$ cat src/rtl/lcube_pkg.sv
// Shared types and constants for the LED cube PWM refresh frame buffer.
package lcube_pkg;

	// Fixed geometry of one buffer plane.
	localparam int BYTES_PER_CHAIN_LAYER = 12;
	localparam int LAYER_COUNT           = 8;
	localparam logic [3:0] LAST_BYTE     = 4'(BYTES_PER_CHAIN_LAYER - 1);

	// Channel numbering: 1..96 on chain B, 97..192 on chain A.
	localparam logic [7:0] CHANNEL_MAX   = 8'd192;
	localparam logic [7:0] CHAIN_A_FIRST = 8'd97;

	// A PWM count runs up to the largest supported step count of 16.
	localparam int CNT_W = 5;

	// Stream word widths.
	localparam int ACT_W       = 3;
	localparam int IN_TDATA_W  = 24;
	localparam int OUT_TDATA_W = 24;

	// Action codes on the input stream.
	typedef enum logic [ACT_W-1:0] {
		ACT_TICK   = 3'd0,
		ACT_SET    = 3'd1,
		ACT_FILL   = 3'd2,
		ACT_CLEAR  = 3'd3,
		ACT_COMMIT = 3'd4
	} act_t;

	// Operations carried from the front part to the back part.
	typedef enum logic [1:0] {
		CMD_TICK,
		CMD_SET,
		CMD_FILL,
		CMD_COMMIT
	} cmd_op_t;

	typedef struct packed {
		cmd_op_t          op;
		logic [2:0]       layer;
		logic [3:0]       byte_ix;
		logic             chain_a;
		logic [2:0]       bit_ix;
		logic [CNT_W-1:0] count;
		logic             fill_val;
	} cmd_t;

	// Back part sequencer states.
	typedef enum logic [2:0] {
		BK_CLEAR,
		BK_IDLE,
		BK_TICK,
		BK_SET,
		BK_FILL
	} bk_state_t;

endpackage

$ cat src/rtl/lcube_front.sv
// Front part: accepts input words, maps level and channel, and queues commands.
module lcube_front #(
	parameter int PWM_STEP_COUNT = 8
) (
	input  logic                               s_tvalid,
	output logic                               s_tready,
	input  logic [lcube_pkg::IN_TDATA_W-1:0]   s_tdata,
	input  logic [lcube_pkg::ACT_W-1:0]        s_tuser,
	input  logic                               clearing,
	output logic                               q_valid,
	input  logic                               q_ready,
	output lcube_pkg::cmd_t                    q_cmd
);
	import lcube_pkg::*;

	localparam logic [CNT_W-1:0] STEPS = CNT_W'(PWM_STEP_COUNT);

	logic [3:0]       layer;
	logic [7:0]       channel;
	logic [7:0]       level;
	logic             fill_on;
	logic             chain_a;
	logic [7:0]       idx;
	logic             set_ok;
	logic             keep;
	logic [CNT_W-1:0] count;
	logic [13:0]      scaled;
	logic [13:0]      quot;

	assign layer   = s_tdata[3:0];
	assign channel = s_tdata[11:4];
	assign level   = s_tdata[19:12];
	assign fill_on = s_tdata[20];

	// Perceptual level to PWM count; the general case divides by 255
	// as (x + x/256 + 1) / 256, exact for these operand sizes.
	always_comb begin
		scaled = 14'(level) * 14'(PWM_STEP_COUNT) + 14'd127;
		quot   = (scaled + (scaled >> 8) + 14'd1) >> 8;
		if (level == 8'd0) begin
			count = '0;
		end else if (PWM_STEP_COUNT == 8) begin
			priority if (level <= 8'd23) count = CNT_W'(1);
			else if (level <= 8'd63) count = CNT_W'(3);
			else if (level <= 8'd143) count = CNT_W'(5);
			else if (level <= 8'd223) count = CNT_W'(7);
			else count = CNT_W'(8);
		end else if (PWM_STEP_COUNT == 4) begin
			priority if (level <= 8'd31) count = CNT_W'(1);
			else if (level <= 8'd95) count = CNT_W'(2);
			else if (level <= 8'd191) count = CNT_W'(3);
			else count = CNT_W'(4);
		end else begin
			priority if (quot == 14'd0) count = CNT_W'(1);
			else if (quot > 14'(PWM_STEP_COUNT)) count = STEPS;
			else count = quot[CNT_W-1:0];
		end
	end

	// Channel to chain, byte and bit position.
	assign chain_a = channel >= CHAIN_A_FIRST;
	assign idx     = chain_a ? channel - CHAIN_A_FIRST : channel - 8'd1;
	assign set_ok  = (layer < 4'(LAYER_COUNT)) && (channel != 8'd0) &&
	                 (channel <= CHANNEL_MAX);

	// Build the command; dropped actions are accepted but never queued.
	always_comb begin
		q_cmd          = '0;
		q_cmd.layer    = layer[2:0];
		q_cmd.byte_ix  = idx[3] ? {idx[6:4], 1'b0} : {idx[6:4], 1'b1};
		q_cmd.chain_a  = chain_a;
		q_cmd.bit_ix   = idx[2:0];
		q_cmd.count    = count;
		q_cmd.fill_val = fill_on;
		keep           = 1'b0;
		unique case (act_t'(s_tuser)) 
			ACT_TICK: begin
				q_cmd.op = CMD_TICK;
				keep     = 1'b1;
			end
			ACT_SET: begin
				q_cmd.op = CMD_SET;
				keep     = set_ok;
			end
			ACT_FILL: begin
				q_cmd.op = CMD_FILL;
				keep     = 1'b1;
			end
			ACT_CLEAR: begin
				q_cmd.op       = CMD_FILL;
				q_cmd.fill_val = 1'b0;
				keep           = 1'b1;
			end
			ACT_COMMIT: begin
				q_cmd.op = CMD_COMMIT;
				keep     = 1'b1;
			end
			default: begin
				keep = 1'b0;
			end
		endcase
	end

	// No word is taken while the memory is being cleared after reset.
	assign s_tready = q_ready && !clearing;
	assign q_valid  = s_tvalid && !clearing && keep;

endmodule

$ cat config.mk
export PLATFORM = sky130hd
export DESIGN_NAME = lcube_front
export DESIGN_NICKNAME = d
export VERILOG_FILES = /design/src/rtl/lcube_pkg.sv /design/src/rtl/lcube_front.sv
export SDC_FILE = /design/constraint.sdc
export NUM_CORES = 1
export LEC_CHECK = 0
export BUFFER_PORTS_ARGS = -buffer_cell sky130_fd_sc_hd__buf_2
export CAP_MARGIN = 40
export CORE_AREA = 2 2 39 41
export DETAILED_ROUTE_END_ITERATION = 12
export DIE_AREA = 0 0 41 43
export PLACE_DENSITY = 0.74
export RECOVER_POWER = 25
export SYNTH_ARGS = -nofsm -noshare
export SYNTH_HDL_FRONTEND = slang
export SYNTH_SLANG_ARGS = --single-unit
$ cat constraint.sdc
create_clock -name vclk -period 4.05
set_input_delay 0.2025 -clock vclk [all_inputs]
set_output_delay 0.2025 -clock vclk [all_outputs]
set_load 0.02 [all_outputs]
* Word-level counts from Yosys, hierarchy flattened
Index checks and enable logic that the tools add are counted.
Word-level totals: register bits 0, bits in latches 0, memory bits (writable) 0, ROM bits 0, input port bits 30, output and inout port bits 21, word-level logic and storage cells 34, memories kept 0
Operators by class: add/sub/neg operators 2, multiply operators 0, div/mod/pow operators 0, magnitude comparators 7, equality and inequality tests 4, shifts and indexed selects 0, mux-type cells 10, bitwise logic cells 0, reduce and logical (&&, ||, !) cells 11
Operator list (number):
- $le A8 B8 Y1 const B | 3
- $mux W4 | 4
- $ge A8 B7 Y1 const B | 1
- $le A8 B5 Y1 const B | 1
- $le A8 B6 Y1 const B | 1
- $logic_not A8 Y1 | 1
- $reduce_bool A8 Y1 | 1
- $mux W7 | 1
- $sub A7 B1 Y7 const B | 1
- $sub A7 B7 Y7 const B | 1
- $eq A3 B2 Y1 const B | 2
- $pmux W2 S3 | 1
- $logic_and A1 B1 Y1 | 5
- $mux W5 | 1
- $lt A4 B4 Y1 const B | 1
- $reduce_or A4 Y1 | 1
- $eq A3 B1 Y1 const B | 1
- $eq A3 B3 Y1 const B | 1
- $logic_not A3 Y1 | 1
- $mux W1 | 2
- $pmux W1 S2 | 1
- $reduce_or A2 Y1 | 1
- $logic_not A1 Y1 | 1

* Longest topological paths before layout
word-level depth 6, gate-level depth with buffers 8, gate-level depth less buffers 8

* Least setup slack after synthesis
OpenSTA, ideal clock, no wires.
kind input port to output port, start input port s_tdata[4] in the netlist's numbering, end output port q_cmd[13] in the netlist's numbering, arrival 2244 ps, required time 3848 ps, path slack 1603 ps, stages 8, path buffers 0, path through inv_1 ha_1 or4b_4 o21a_1 a21oi_1 ha_1 a21oi_1 xor2_1
RTL lines:
- from (decl) | RTL line lcube_front.sv:7 | input logic [lcube_pkg::IN_TDATA_W-1:0] s_tdata,
- to (decl) | RTL line lcube_front.sv:12 | output lcube_pkg::cmd_t q_cmd

==> out/results.ini <==
[synth]
synth.net_count=93
post_synth_instance_area_um2=375.4
synth.top_cell.area_share=0.1333
synth_top_cells_by_area=ha_1, buf_4, xor2_1
synth-seq-area-share=0
synth.largest_area_cell=ha_1
post_synthesis_average_cell_area_um2=6.362
yosys_warnings=0
synthesis.instances=59
synthDistinctLibCells=24

[finish]
area_delta_synth_final_pct=49.33
final-instance-count-excl-fill=111
multi_input_comb_area_um2=315.3
layout.nets=131
num-fill-cells=143
fin_area_um2=560.5
final.clkbuf_count=0
n_sequential_cell=0
final-seq-area_um2=0
finished_core_util=0.4051
layout-drive-gt1-share=0.4421
insertedDiodeCount=0

[global_routing]
grt-ovfl-total=0
gr-usage-all-layers=0.09590
grt_start_max_net_pins=6
use_met2=0.1813
groute.layer.met1.usage=0.1108
via_count_of_the_first_global_routing_pass=361
gr-max-usage-layer=met2
grt_antenna_before_repair=0
met3_capacity_usage_during_global_routing=0.005236
wire_length_of_the_first_global_routing_pass_mm=1.283

[critical_path]
setup.worst_path.start_class=primary input
critPathSlowestCell=or4b_4
cp_slowest_stage_delay_ps=490
worst_setup_path_startpoint=s_tdata[4]
endpoint=q_cmd[13]
timing.critical_path.to_type=primary output
critical_path_arrival_ps=2300
worstPathMaxFanout=4
critPathKind=primary input to primary output
path_cells=buf_2 -> inv_1 -> ha_1 -> or4b_4 -> o21a_1 -> a21oi_1 -> ha_1 -> a21oi_1 -> xor2_1 -> buf_2
worst_ep_required_time_ps=3850

[drt]
drtIter0Drc=6
viasPerCell=4.423
drt-total-wl_um=900
drt_pass_1_iters=4
drt_drc_violations_left=0
vias=491
post_detailed_route_count_of_antenna_violating_nets=0
routedWlPerCell_um=8.108

[timing]
achievable-frequency_mhz=399.5
maxSlewViolCount=0
grt_setup_unrepaired=false
share_of_the_clock_period_used_by_the_worst_path_after_layout=0.6181
fin_hold_viols=0
fin_setup_tns_ps=0
setup_violation_total_in_the_final_timing_report=0
finalHoldWorstSlack_ps=405.0
min_period_ps=2503

[floorplan]
floorplan.rows=14
io_pins=51
die_area_mm2=0.001763
core_area_mm2=0.001384
vertical_die_dimension_um=43
initial_core_util=0.2712
fp.dieW_um=41

[flow_run]
cap_violations=0

[power_and_ir_drop]
power.leakage_nw=0.3258
power-per-cell-area_mw_per_mm2=127.3
vdd_drop_max_mv=0.03792

[clock_network]
cts_post_setup_buffers_inserted=0
cts.repair.resized=0
cts_hold_buf=0

[status]
outcome=finished clean

[hold_path]
hold_class=primary input to primary output
hp-start=s_tdata[1]

[placement]
detailed_place.area_um2=563.0
place.detailed.hpwl_um=853.4
port_buffers=41
gp_routability_congestion=0.6767
numPlacedInstances=111

report_power, final:
group,leakage [nW],internal (W),total (W),switching (W)
logic,0.326,0.0000292,0.0000713,0.0000421
registers,0,0,0,0
clock network,0,0,0,0
per-layer routing:
metal  up-vias  part of all wire  wire, µm
met5         -                 0         0
met1       211              0.38       346
li1        265                 -         -
met2        13              0.55       499
met4         0            0.0056         5
met3         2             0.054        49
synth_stat cells (all sizes together):
master and number:
ha 4, xnor2 1, a31oi 2, inv 6
nor2b 2, or4b 1, nor3 2, nand2b 4
nor4 1, a21oi 5, o21a 2, nor2 6
o21ai 2, o22ai 1, xor2 3, a21boi 1
mux2i 2, conb 1, buf 5, nand3 1
nand2 5, or2 1, and3 1
metrics by stage:
step | total power [W] | worst slack [ps]
CTS | 0.00007242 | 1540
global route | 0.00007881 | 1324
global placement | 0.00007121 | 1583
floorplan | 0.00004750 | 1603
detailed placement | 0.00007217 | 1542
finish | 0.00007133 | 1547
placed cells by master (no fill, tap or decap):
cell      instances
a31oi_1           2
inv_1             6
and3_1            1
nor2_1            6
nor4_1            1
ha_1              4
mux2i_1           2
or4b_4            1
buf_2            39
o21ai_2           1
nand2_1           5
nand3_1           1
or2_2             1
nor2b_1           2
clkbuf_1          2
conb_1            1
nor3_1            2
o22ai_1           1
xor2_1            3
nand2b_1          4
a21boi_0          1
xnor2_1           1
a21oi_1           5
o21ai_0           1
o21a_1            2
critical path, delay by kind of cell:
family                     cells  cell delay [ps]
xor gates and xnor gates       1              150
and+or+nand+nor                1              490
buffers and inverters          3              390
adders and majority gates      2              500
AOI/OAI and AO/OA              3              570
worst min path at each step:
stage          cells past startpoint  slack (ps)   endpoint
2_1_floorplan                      1         480  q_cmd[17]
3_3_place_gp                       0         410  q_cmd[14]
3_5_place_dp                       0         410  q_cmd[14]
4_1_cts                            0         410  q_cmd[14]
5_1_grt                            0         410  q_cmd[16]
6_report                           0         410  q_cmd[15]
kinds of logic (layout without fill, tap and decap cells):
kind of cell               after synthesis  after routing  synth area share
xor gates and xnor gates                 4              4           0.09335
and+or+nand+nor                         24             24            0.3367
muxes                                    2              2           0.05334
other                                    1              1          0.009990
adders and majority gates                4              4            0.1333
AOI/OAI and AO/OA                       13             13            0.2133
buffers and inverters                   11             47            0.1600
cell type report:
type | count | area share
tap | 16 | 0.03571
inverter | 6 | 0.04018
timing repair buffer | 41 | 0.3616
multi-input combinational | 48 | 0.5625
(Power assumes the default switching activity.)
