===== src/rtl/lcube_pkg.sv =====
// Shared types and constants for the LED cube PWM refresh frame buffer.
package lcube_pkg;

	// Fixed geometry of one buffer plane.
	localparam int BYTES_PER_CHAIN_LAYER = 12;
	localparam int LAYER_COUNT           = 8;
	localparam logic [3:0] LAST_BYTE     = 4'(BYTES_PER_CHAIN_LAYER - 1);

	// Channel numbering: 1..96 on chain B, 97..192 on chain A.
	localparam logic [7:0] CHANNEL_MAX   = 8'd192;
	localparam logic [7:0] CHAIN_A_FIRST = 8'd97;

	// A PWM count runs up to the largest supported step count of 16.
	localparam int CNT_W = 5;

	// Stream word widths.
	localparam int ACT_W       = 3;
	localparam int IN_TDATA_W  = 24;
	localparam int OUT_TDATA_W = 24;

	// Action codes on the input stream.
	typedef enum logic [ACT_W-1:0] {
		ACT_TICK   = 3'd0,
		ACT_SET    = 3'd1,
		ACT_FILL   = 3'd2,
		ACT_CLEAR  = 3'd3,
		ACT_COMMIT = 3'd4
	} act_t;

	// Operations carried from the front part to the back part.
	typedef enum logic [1:0] {
		CMD_TICK,
		CMD_SET,
		CMD_FILL,
		CMD_COMMIT
	} cmd_op_t;

	typedef struct packed {
		cmd_op_t          op;
		logic [2:0]       layer;
		logic [3:0]       byte_ix;
		logic             chain_a;
		logic [2:0]       bit_ix;
		logic [CNT_W-1:0] count;
		logic             fill_val;
	} cmd_t;

	// Back part sequencer states.
	typedef enum logic [2:0] {
		BK_CLEAR,
		BK_IDLE,
		BK_TICK,
		BK_SET,
		BK_FILL
	} bk_state_t;

endpackage


===== src/rtl/lcube_queue.sv =====
// Two-entry command queue between the front and back parts.
module lcube_queue (
	input  logic            clk,
	input  logic            arst_n,
	input  logic            wr_valid,
	output logic            wr_ready,
	input  lcube_pkg::cmd_t wr_cmd,
	output logic            rd_valid,
	input  logic            rd_ready,
	output lcube_pkg::cmd_t rd_cmd
);
	import lcube_pkg::*;

	cmd_t       ent_q [2];
	logic       wp_q;
	logic       rp_q;
	logic [1:0] cnt_q;
	logic       push;
	logic       pop;

	assign wr_ready = cnt_q != 2'd2;
	assign rd_valid = cnt_q != 2'd0;
	assign rd_cmd   = ent_q[rp_q];
	assign push     = wr_valid && wr_ready;
	assign pop      = rd_valid && rd_ready;

	// Pointers and fill count.
	always_ff @(posedge clk or negedge arst_n) begin
		if (!arst_n) begin
			wp_q  <= 1'b0;
			rp_q  <= 1'b0;
			cnt_q <= 2'd0;
		end else begin
			if (push) wp_q <= ~wp_q;
			if (pop) rp_q <= ~rp_q;
			cnt_q <= cnt_q + 2'(push) - 2'(pop);
		end
	end

	// Entry storage.
	always_ff @(posedge clk) begin
		if (push) ent_q[wp_q] <= wr_cmd;
	end

endmodule


===== config.mk =====
export PLATFORM = sky130hd
export DESIGN_NAME = lcube_queue
export DESIGN_NICKNAME = d
export VERILOG_FILES = /design/src/rtl/lcube_pkg.sv /design/src/rtl/lcube_queue.sv
export SDC_FILE = /design/constraint.sdc
export NUM_CORES = 1
export LEC_CHECK = 0
export ABC_AREA = 0
export ABC_CLOCK_PERIOD_IN_PS = 1600
export BUFFER_PORTS_ARGS = -buffer_cell sky130_fd_sc_hd__buf_2
export CORE_AREA = 2 2 62 64
export DETAILED_ROUTE_END_ITERATION = 12
export DIE_AREA = 0 0 64 66
export PLACE_DENSITY_LB_ADDON = 0.15
export SYNTH_ARGS = -nofsm -noshare
export SYNTH_HDL_FRONTEND = slang
export SYNTH_SLANG_ARGS = --single-unit

===== constraint.sdc =====
create_clock -name clk -period 1.6 [get_ports clk]
set_input_delay 0 -clock clk [delete_from_list [all_inputs] [get_ports clk]]
set_output_delay 0 -clock clk [all_outputs]
set_load 0.02 [all_outputs]

* Word level (Yosys, flattened, before mapping)
Memories as Yosys holds them, arrays and structs flattened.
Index checks and enable logic that the tools add are counted.
** Operators by class
- Add/subtract/negate cells :: 2
- Multiply operators :: 0
- Divide/modulo/power cells :: 0
- $lt $le $gt $ge :: 0
- Equality and inequality tests :: 1
- Shifts and indexed selects :: 0
- Muxes and demuxes :: 2
- Bitwise operators :: 2
- Reductions and logical operators :: 3
** Operators with widths (count)
- 2-bit by 1-bit adder with 2-bit output :: 1
- 1-bit logical AND :: 2
- 1-bit 2-to-1 mux :: 2
- 2-bit != test (second input constant) :: 1
- 1-bit inverter :: 2
- 2-bit nonzero test :: 1
- 2-bit by 1-bit subtractor with 2-bit output :: 1
** Storage, ports and cells
- Bits in registers :: 4
- Bits in latches :: 0
- Bits in writable memories :: 38
- Memory bits (read-only) :: 0
- Bits of input ports :: 23
- Output and inout port bits :: 21
- Word-level logic and storage cells :: 14
- Memories :: 1
** Memory list
- ent_q :: depth 2, bits a word 19, rd ports 1, clocked after memory_dff 0, write ports 1, line lcube_queue.sv:14 : cmd_t ent_q [2];

* Longest topological paths before layout
Gate-level depths: netlist of the first run.
- Depth in word-level cells :: 4
- Gate-level depth with buffers :: 7

* Worst setup path after synthesis of the first run
OpenSTA, ideal clock, no wires.
- Path kind :: register -> register
- From :: register cnt_q[1]
- To :: memory ent_q[0][0] in the netlist's numbering (enable)
- Setup time :: 395 ps
- Arrival time :: 1576 ps
- Data required time :: 1205 ps
- Path slack :: -370 ps
- Stages on the path, launching flop included :: 4
- Buffers on the path :: 0
- Cells stage by stage :: dfrtp_1 -> nand2b_1 -> nand2_1 -> nor2_1
** Between the ends
- Cells in the longest elaborated chain, start to end :: 4
** RTL lines
- start, declared :: line lcube_queue.sv:17 : logic [1:0] cnt_q;
- start signal, assigned :: line lcube_queue.sv:36 : cnt_q <= cnt_q + 2'(push) - 2'(pop);
- 2-bit != test :: line lcube_queue.sv:21 : assign wr_ready = cnt_q != 2'd2;
- named net wr_ready :: line lcube_queue.sv:6 : output logic wr_ready,
- 1-bit logical AND :: line lcube_queue.sv:24 : assign push = wr_valid && wr_ready;
- 1-bit 2-to-1 mux :: line lcube_queue.sv:42 : if (push) ent_q[wp_q] <= wr_cmd;
- 1-bit 2-to-1 mux (not written as such) :: line lcube_queue.sv:42
- end, declared :: line lcube_queue.sv:14
The timed path passes the listed nets, and every way through them passes these cells.

* Worst setup path after layout of the first run
- From :: register cnt_q[0]
- To :: register cnt_q[1]
** Between the ends
- Elaborated cells on any way between the ends :: 6
- Those cells by class :: 2 x add/sub; 1 x eq/ne; 3 x reduce/logical
** RTL lines
- 2-bit nonzero test :: line lcube_queue.sv:22 : assign rd_valid = cnt_q != 2'd0;
- 1-bit logical AND :: line lcube_queue.sv:25 : assign pop = rd_valid && rd_ready;
- named net pop :: line lcube_queue.sv:19 : logic pop;
- 2-bit by 1-bit subtractor with 2-bit output :: line lcube_queue.sv:36
The timed path passes the listed nets, and every way through them passes these cells.
A chain may end at the register's enable or synchronous reset.

==> run metrics, run 1 <==
run status finished, final reports clean; Seq/Total Area, Yosys 79.4%; CTS tree yes; Startpoint Class flip-flop; die area 4220 um^2; routed length per instance 12.5 um; skew final 0.0118 ns; Fin Setup TNS 0 ns; fin nets 182; achievable frequency 625 MHz; critical path, cell by cell or2_4 -> and2_4 -> ha_4 -> inv_2 -> ha_4 -> xnor2_2 -> xnor2_1; DRC 0; Non-Filler Instances 206; Synthesis Warnings 0; Ports 44; Core Rows 22; synthesized cell area 1560 um^2; flop2flop setup slack 0.001 ns; Slew HR 86.7%; DR vias 918; clock-pin slew on the worst setup and hold paths 0.11 ns; fillers 277; Tcrit/Tclk final 99.9%; Critical Path Stages 7; final instance area 2300 um^2; hold slack 0.0758 ns; Mapped Nets 101; worst-skew pair later-pin latency 0.34 ns; clock buffer depth 2; clock sinks 42; H-tree depth 2; largest cells by area after synthesis edfxtp_1 73%, mux2_1 14%, dfrtp_1 6.4%, xnor2_1 1.7%, ha_1 1.6%; Crit Path Class reg -> reg; P_leak 0.000908 uW; die height 66 um; first-pass GRT wire length 3910 um; Routed Antenna Nets 0; Synth top area share 73.0%; aggregate global routing overflow 0; Max rail drop VDD 0.00107 V; CTS root buf clkbuf_4; crit-path leading delay family simple AND/OR/NAND/NOR gates; CP max stage cell dfrtp_1; Buffers on Ports 43; share of cells above drive strength 1 45.6%; synthesis-to-layout area growth 46.9%; TritonCTS Buffers 5; max-cap viol count 0; RePlAce Congestion 0.612; Initial Util 44.0%; Cell variety after synth 14; Final Hold Vio Count 0; pin count of the biggest net entering global routing 16; initial antenna violation count 0; Post-DP HPWL 1700 um; vias in the first global route 866; post-layout min period 1.60 ns; gr usage total 12.8%; # placed instances 174; crit-path most repeated cell ha_4; WHS Path Cells 4; diode count 0; Mapped Cells 76; Worst Tran Pin Value 0.199 ns; core area 3550 um^2; Cell Area, Placed 1920 um^2; Hold Path Class in -> reg; Max FO, Critical Path 2; Final Slew Violations 0; DRC marker count from the first detailed-route iteration 18; drt total wl 2570 um; CP peak stage delay 0.39 ns; FF+latch count, synth 42; post-synth top area cell edfxtp_1; Power, Total 3970 uW; WP data arrival 1.85 ns; unrepaired setup endpoints after global routing yes; Data required, critical path 1.85 ns; crit path buf inv count 1; DRT Pass-1 Iters 3; via/cell ratio 4.46; syn avg cell area 20.6 um^2; endpoints failing setup 0; Pwr Density 1730 nW/um^2; R2R cell count 7; chip width 64 um; crit end category flip-flop
## area by class of cell
type / instances / area (um^2) / share of cell area, %
flip-flops and latches: 42 / 1240 / 54.1
well taps: 48 / 60.1 / 2.61
multi-input cells: 31 / 362 / 15.7
clock inverters: 3 / 63.8 / 2.78
clock buffers: 5 / 37.5 / 1.63
repair buffers: 76 / 528 / 23.0
inverters: 1 / 3.75 / 0.163
## worst min-delay path, cell delays in order
cell,delay [ns]
buf_2,0.11
nand2_2,0.08
buf_4,0.13
xnor2_1,0.06
## metrics by stage
stage          util, %  setup WS, ns
6_report          64.7       0.00115
5_1_grt           64.7       -0.0776
4_1_cts           64.0       -0.0462
3_5_place_dp      54.1       -0.0257
3_3_place_gp      54.1        0.0262
2_1_floorplan        -       -0.0365
## routing by layer
metal  wire [um]  part of all wire (%)  up-vias  track usage [%]
met2        1360                    53       25             22.7
li1            -                     -      451                -
met3         150                   5.8        6             4.77
met4          42                   1.6        0             4.89
met5           0                     0        -                0
met1        1020                    40      436             14.0
## layout by cell type (no fill, tap or decap), drive strengths merged
cell type and count:
xnor2 3, nor2 1, ha 2, clkinv 1, xor2 1, clkbuf 5
buf 55, dlygate4sd3 21, nand2 1, mux2 19, bufinv 2, dfrtp 4
edfxtp 38, or2 1, and3 1, nand2b 1, and2 1, inv 1
## registers in the layout, summed over array words and instances, names as in the netlist
register,count
cnt_q,2
rp_q,1
ent_q,38
wp_q,1
## Yosys cell counts, drive strengths merged
library cell,number
edfxtp,38
mux2,19
dfrtp,4
xnor2,3
buf,2
ha,2
and2,1
and3,1
inv,1
nand2,1
nand2b,1
nor2,1
or2,1
xor2,1
## timing repair
action | in CTS | in global routing
setup endpoints to repair | 16 | 18
resized for setup | 6 | 2
endpoints found under the hold margin | 42 | 0
buffers inserted | 1 | 2
hold buffers | 21 | 0
pin swaps | 5 | 5
## path summary, 6_finish.rpt
kind / endpoint / startpoint
max in group asynchronous: rp_q / arst_n
max: cnt_q[1] / cnt_q[0]
min: wp_q / wr_valid
min in group asynchronous: cnt_q[1] / arst_n
min reg2reg: wp_q / wp_q
max reg2reg: cnt_q[1] / cnt_q[0]
## where the power goes
group          switching (uW)  internal (uW)  leakage [uW]  total [uW]
combinational             851            733      0.000456        1580
sequential               80.8           1510      0.000399        1590
clock                     311            482     0.0000528         793
## logic make-up after synthesis
family	Yosys count	synth area share, %
flops	42	79.4
xor+xnor	4	2.24
buf+inv	3	0.880
fa+ha+maj	2	1.60
simple gates	6	2.24
mux	19	13.7
(Power assumes the default switching activity.)
==> run 2, diff against run 1 <==
Settings changed: HOLD_SLACK_MARGIN set to 0.15.
==> run 2 against run 1 <==
  * Hold slack better by 0.30 ns
  * Largest cell class unchanged
  * Global-route usage up 0.075 points
  * Cell area up 0.87%
  * Sequential share of layout area down 0.47 points
  * Critical path type unchanged
==> run metrics, run 2 (synthesized netlist as in run 1, its figures left out) <==
R2R cell count 7 (unchanged); most frequent cells in the layout 43 x buf_2, 38 x edfxtp_1, 23 x dlygate4sd3_1; clock-pin slew on the worst setup and hold paths 0.12 ns (about the same); worst r2r src cnt_q[0]; Hold Path Class in -> reg; flop2flop setup slack 0.001 ns (about the same); crit end category flip-flop; DRC marker count from the first detailed-route iteration 16 (-2); diode count 0 (unchanged); Final Hold Vio Count 0 (unchanged); Ports 44 (unchanged); TritonCTS Buffers 5 (unchanged); register with the most flip-flops ent_q; Post-DP HPWL 1700 um (unchanged); fillers 273 (-1.4%); DRT Pass-1 Iters 3 (unchanged); routed length per instance 12.4 um (-0.50%); Pwr Density 1710 nW/um^2 (-0.77%); unrepaired setup endpoints after global routing yes; Max FO, Critical Path 2 (unchanged); synthesis-to-layout area growth 48.2%; first-pass GRT wire length 3940 um (+0.69%); fin nets 184 (+1.1%); Largest register FFs 38 (unchanged); clock sinks 42 (unchanged); CP Capture Point cnt_q[1]; die area 4220 um^2 (unchanged); vias in the first global route 882 (+1.8%); Worst Tran Pin Value 0.199 ns (+0.0000911 ns); Core Rows 22 (unchanged); clock buffer depth 2 (unchanged); Crit Path Class reg -> reg; pin count of the biggest net entering global routing 16 (unchanged); WP data arrival 1.85 ns (about the same); share of cells above drive strength 1 45.0% (-0.57 points); final instance area 2320 um^2 (+0.87%); aggregate global routing overflow 0 (unchanged); CTS root buf clkbuf_4; DR vias 924 (+0.65%); Non-Filler Instances 208 (+0.97%); WHS Path Cells 2 (-2); Final Slew Violations 0 (unchanged); Worst setup startpoint cnt_q[0]; die height 66 um (unchanged); Reg2Reg Capture Point cnt_q[1]; skew final 0.0118 ns (unchanged); initial antenna violation count 0 (unchanged); worst-skew pair later-pin latency 0.34 ns (about the same); drt total wl 2580 um (+0.47%); RePlAce Congestion 0.612 (unchanged); run status finished, final reports clean; Routed Antenna Nets 0 (unchanged); Buffers on Ports 43 (unchanged); Max rail drop VDD 0.00108 V (about the same); Data required, critical path 1.85 ns (about the same); biggest regs ent_q: 38 flops, cnt_q: 2 flops; Slew HR 86.7% (about the same); chip width 64 um (unchanged); post-layout min period 1.60 ns (-0.000114 ns); # placed instances 174 (unchanged); achievable frequency 625 MHz (about the same); Initial Util 44.0% (unchanged); Tcrit/Tclk final 99.9% (about the same); most common cell after layout, fill and taps aside buf_2; core area 3550 um^2 (unchanged); Startpoint Class flip-flop; via/cell ratio 4.44 (-0.31%); H-tree depth 2 (unchanged); DRC 0 (unchanged); CTS tree yes; P_leak 0.000916 uW (+0.92%); gr usage total 12.9% (+0.075 points); Cell Area, Placed 1920 um^2 (unchanged); endpoints failing setup 0 (unchanged); max-cap viol count 0 (unchanged)
-- run 2: what timing repair did --
item / in CTS / in global routing
gates cloned: 0 / 0
setup buffers: 1 / 2
setup endpoints to repair: 16 / 18
hold buffers: 23 / 0
gates resized for setup: 6 / 2
pin swaps: 5 / 5
hold endpoints to repair: 45 / 0
-- run 2: worst min-delay path by stage --
| stage | from | end | slack (ns) |
|---|---|---|---|
| 3_3_place_gp | arst_n | wp_q | -0.18 |
| 6_report | wr_cmd[4] | ent_q[1][4] | 0.37 |
| 4_1_cts | wr_cmd[8] | ent_q[1][8] | 0.36 |
| 2_1_floorplan | arst_n | cnt_q[0] | -0.30 |
| 5_1_grt | wr_cmd[8] | ent_q[0][8] | 0.36 |
| 3_5_place_dp | arst_n | cnt_q[0] | -0.18 |
-- run 2: layout make-up --
class,instances,area (um^2),area share [%]
Timing Repair Buffer,78,548,23.7
Sequential cell,42,1240,53.6
Clock buffer,5,37.5,1.62
Inverter,1,3.75,0.162
Multi-Input combinational cell,31,362,15.6
Tap cell,48,60.1,2.59
Clock inverter,3,63.8,2.75
-- run 2: worst max-delay path, stage by stage (launching register included) --
cell and delay, ns:
dfrtp_1 0.39, or2_4 0.25, and2_4 0.15, ha_4 0.25
inv_2 0.04, ha_4 0.15, xnor2_2 0.13, xnor2_1 0.17
-- run 2: per-layer routing --
metal	vias up	part of all wire (%)	GRT usage (%)
met4	0	1.6	4.89
met3	6	5.7	4.77
met5	-	0	0
li1	455	-	-
met1	438	40	14.0
met2	25	53	22.9
-- run 2: power by group --
| part | total [uW] | switching (uW) | internal [uW] |
|---|---|---|---|
| combinational | 1590 | 852 | 736 |
| sequential | 1590 | 80.8 | 1510 |
| clock | 793 | 312 | 482 |
| total | 3970 | 1240 | 2730 |
-- run 2: metrics by stage --
| step | setup slack [ns] | hold slack (ns) | power, uW | utilization, % | setup TNS, ns |
|---|---|---|---|---|---|
| 6_report | 0.00127 | 0.375 | 3970 | 65.3 | 0 |
| 5_1_grt | -0.0776 | 0.360 | 4180 | 65.3 | -0.0776 |
| 4_1_cts | -0.0462 | 0.359 | 3960 | 64.6 | -0.0462 |
| 3_5_place_dp | -0.0257 | -0.183 | 3020 | 54.1 | -0.0257 |
| 3_3_place_gp | 0.0262 | -0.184 | 2980 | 54.1 | 0 |
| 2_1_floorplan | -0.0365 | -0.296 | 2490 | - | -0.0365 |
==> run 3, diff against run 2 <==
Settings changed: CORE_AREA 2 2 62 64 to 2 2 76 78, DIE_AREA 0 0 64 66 to 0 0 78 80.
==> run 3 against run 2 <==
  * Die area is 48% higher
  * Sequential share of layout area is 0.32 points higher
  * Utilization is 23 points lower
  * Combinational power hardly changed
  * Final cell count is 10% higher
  * Clock skew is 0.0084 ns lower
  * First-iteration DRC count is 19% lower
  * Setup slack better by 0.0083 ns
==> run metrics, run 3 (synthesized netlist as in run 1, its figures left out) <==
vias in the first global route 965 (+9.4%); DRC marker count from the first detailed-route iteration 13 (-3); Core Rows 27 (+23%); achievable frequency 629 MHz (+0.52%); crit end category flip-flop; first-pass GRT wire length 4460 um (+13%); max-cap viol count 0 (unchanged); Data required, critical path 1.77 ns (-0.08 ns); Hold Path End cnt_q[1]; Pwr Density 1640 nW/um^2 (-4.4%); fin nets 181 (-1.6%); Final Hold Vio Count 0 (unchanged); clock sinks 42 (unchanged); worst-skew pair later-pin latency 0.29 ns (-0.05 ns); critical path, cell by cell or2_4 -> and2_4 -> ha_4 -> inv_2 -> ha_4 -> xnor2_2 -> xnor2_1; core area 5410 um^2 (+52%); share of cells above drive strength 1 43.3% (-1.7 points); drt total wl 2790 um (+8.4%); gr usage total 9.90% (-3.0 points); hold_sp rd_ready; CP peak stage delay 0.38 ns (about the same); routed length per instance 12.2 um (-1.6%); biggest regs ent_q: 38 flops, cnt_q: 2 flops; register with the most flip-flops ent_q; Worst Tran Pin Value 0.263 ns (+0.0642 ns); Final Slew Violations 0 (unchanged); CTS root buf clkbuf_8; CP max stage cell dfrtp_1; Startpoint Class flip-flop; CTS tree yes; fillers 526 (+93%); WP data arrival 1.76 ns (-0.09 ns); chip width 78 um (+22%); Hold Path Class in -> reg; Slew HR 82.4% (-4.2 points); Seq. cell area 1240 um^2 (-0.10%); # placed instances 197 (+13%); DRC 0 (unchanged); worst r2r src cnt_q[0]; die area 6240 um^2 (+48%); post-layout min period 1.59 ns (-0.00835 ns); Non-Filler Instances 229 (+10%); endpoints failing setup 0 (unchanged); diode count 0 (unchanged); flop2flop setup slack 0.01 ns (about the same); DR vias 903 (-2.3%); aggregate global routing overflow 0 (unchanged); multi-input logic area 362 um^2 (unchanged); pin count of the biggest net entering global routing 20 (+4); Buffers on Ports 43 (unchanged); R2R cell count 7 (unchanged); most common cell after layout, fill and taps aside buf_2; clock-pin slew on the worst setup and hold paths 0.07 ns (-0.05 ns); initial antenna violation count 0 (unchanged); Power, Total 3770 uW (-5.1%); Ports 44 (unchanged); synthesis-to-layout area growth 47.1%; H-tree depth 2 (unchanged); die height 80 um (+21%); Tcrit/Tclk final 99.4% (-0.52 points); Largest register FFs 38 (unchanged); run status finished, final reports clean; unrepaired setup endpoints after global routing yes; Initial Util 28.9% (-15 points); Max FO, Critical Path 2 (unchanged); most frequent cells in the layout 43 x buf_2, 38 x edfxtp_1, 22 x dlygate4sd3_1; WHS Path Cells 4 (+2); Reg2Reg Capture Point cnt_q[1]; Routed Antenna Nets 0 (unchanged); RePlAce Congestion 0.655 (+7.0%); Crit Path Class reg -> reg; DRT Pass-1 Iters 4 (+1); clock buffer depth 2 (unchanged); skew final 0.00344 ns (-0.00837 ns); crit-path most repeated cell ha_4; P_leak 0.000893 uW (-2.5%); Max rail drop VDD 0.000699 V (-35%); Post-DP HPWL 1810 um (+6.5%); TritonCTS Buffers 5 (unchanged); via/cell ratio 3.94 (-11%)
run 3: worst max path at each step:
stage                  start  cells past startpoint        to  slack (ns)
finish              cnt_q[0]                      7  cnt_q[1]        0.01
global route        cnt_q[0]                      7  cnt_q[1]       -0.02
CTS                 cnt_q[1]                      7  cnt_q[1]       -0.04
detailed placement  cnt_q[0]                      7  cnt_q[1]       -0.05
global placement    cnt_q[0]                      7  cnt_q[1]        0.02
floorplan           cnt_q[1]                      7  cnt_q[1]       -0.04
run 3: final cells by class:
class,instances,share of cell area [%]
flip-flops and latches,42,53.9
well taps,72,3.92
clock inverters,2,0.381
repair buffers,75,22.7
clock buffers,6,3.15
inverters,1,0.163
multi-input cells,31,15.7
run 3: routing by layer:
metal	up-vias	global-route usage, %	wire (um)	share of wire, %
met5	-	0	0	0
met1	421	10.9	1190	43
met4	0	5.26	40	1.4
li1	446	-	-	-
met2	32	16.8	1380	49
met3	4	3.51	178	6.4
run 3: through the flow:
step / utilization, % / cell area (um^2) / hold slack (ns) / TNS (ns) / worst slack, ns
4_1_cts: 42.1 / 2270 / 0.158 / -0.0371 / -0.0371
6_report: 42.6 / 2300 / 0.169 / 0 / 0.00961
5_1_grt: 42.6 / 2300 / 0.159 / -0.0247 / -0.0247
3_5_place_dp: 35.9 / 1940 / -0.183 / -0.0523 / -0.0523
2_1_floorplan: - / 1570 / -0.296 / -0.0365 / -0.0365
3_3_place_gp: 35.9 / 1940 / -0.187 / 0 / 0.0235
run 3: repair_timing:
| action | in CTS | in global routing |
|---|---|---|
| pin swaps | 4 | 5 |
| endpoints found under the hold margin | 42 | 1 |
| setup endpoints to repair | 1 | 1 |
| hold buffers | 21 | 1 |
| gates cloned | 0 | 0 |
| gates resized for setup | 5 | 2 |
| buffers inserted | 1 | 1 |
run 3: report_power, final:
group	switching [uW]	internal [uW]	total [uW]
Sequential	72.8	1510	1580
Clock	324	299	623
Combinational	866	698	1560
Total	1260	2510	3770
run 3: critical path, delay by kind of cell (launching register included):
family | cells | cell delay [ns]
XOR/XNOR | 2 | 0.26
adder cells (fa/ha/maj) | 2 | 0.40
buffers and inverters | 1 | 0.04
flip-flops | 1 | 0.38
AND/OR/NAND/NOR | 2 | 0.39
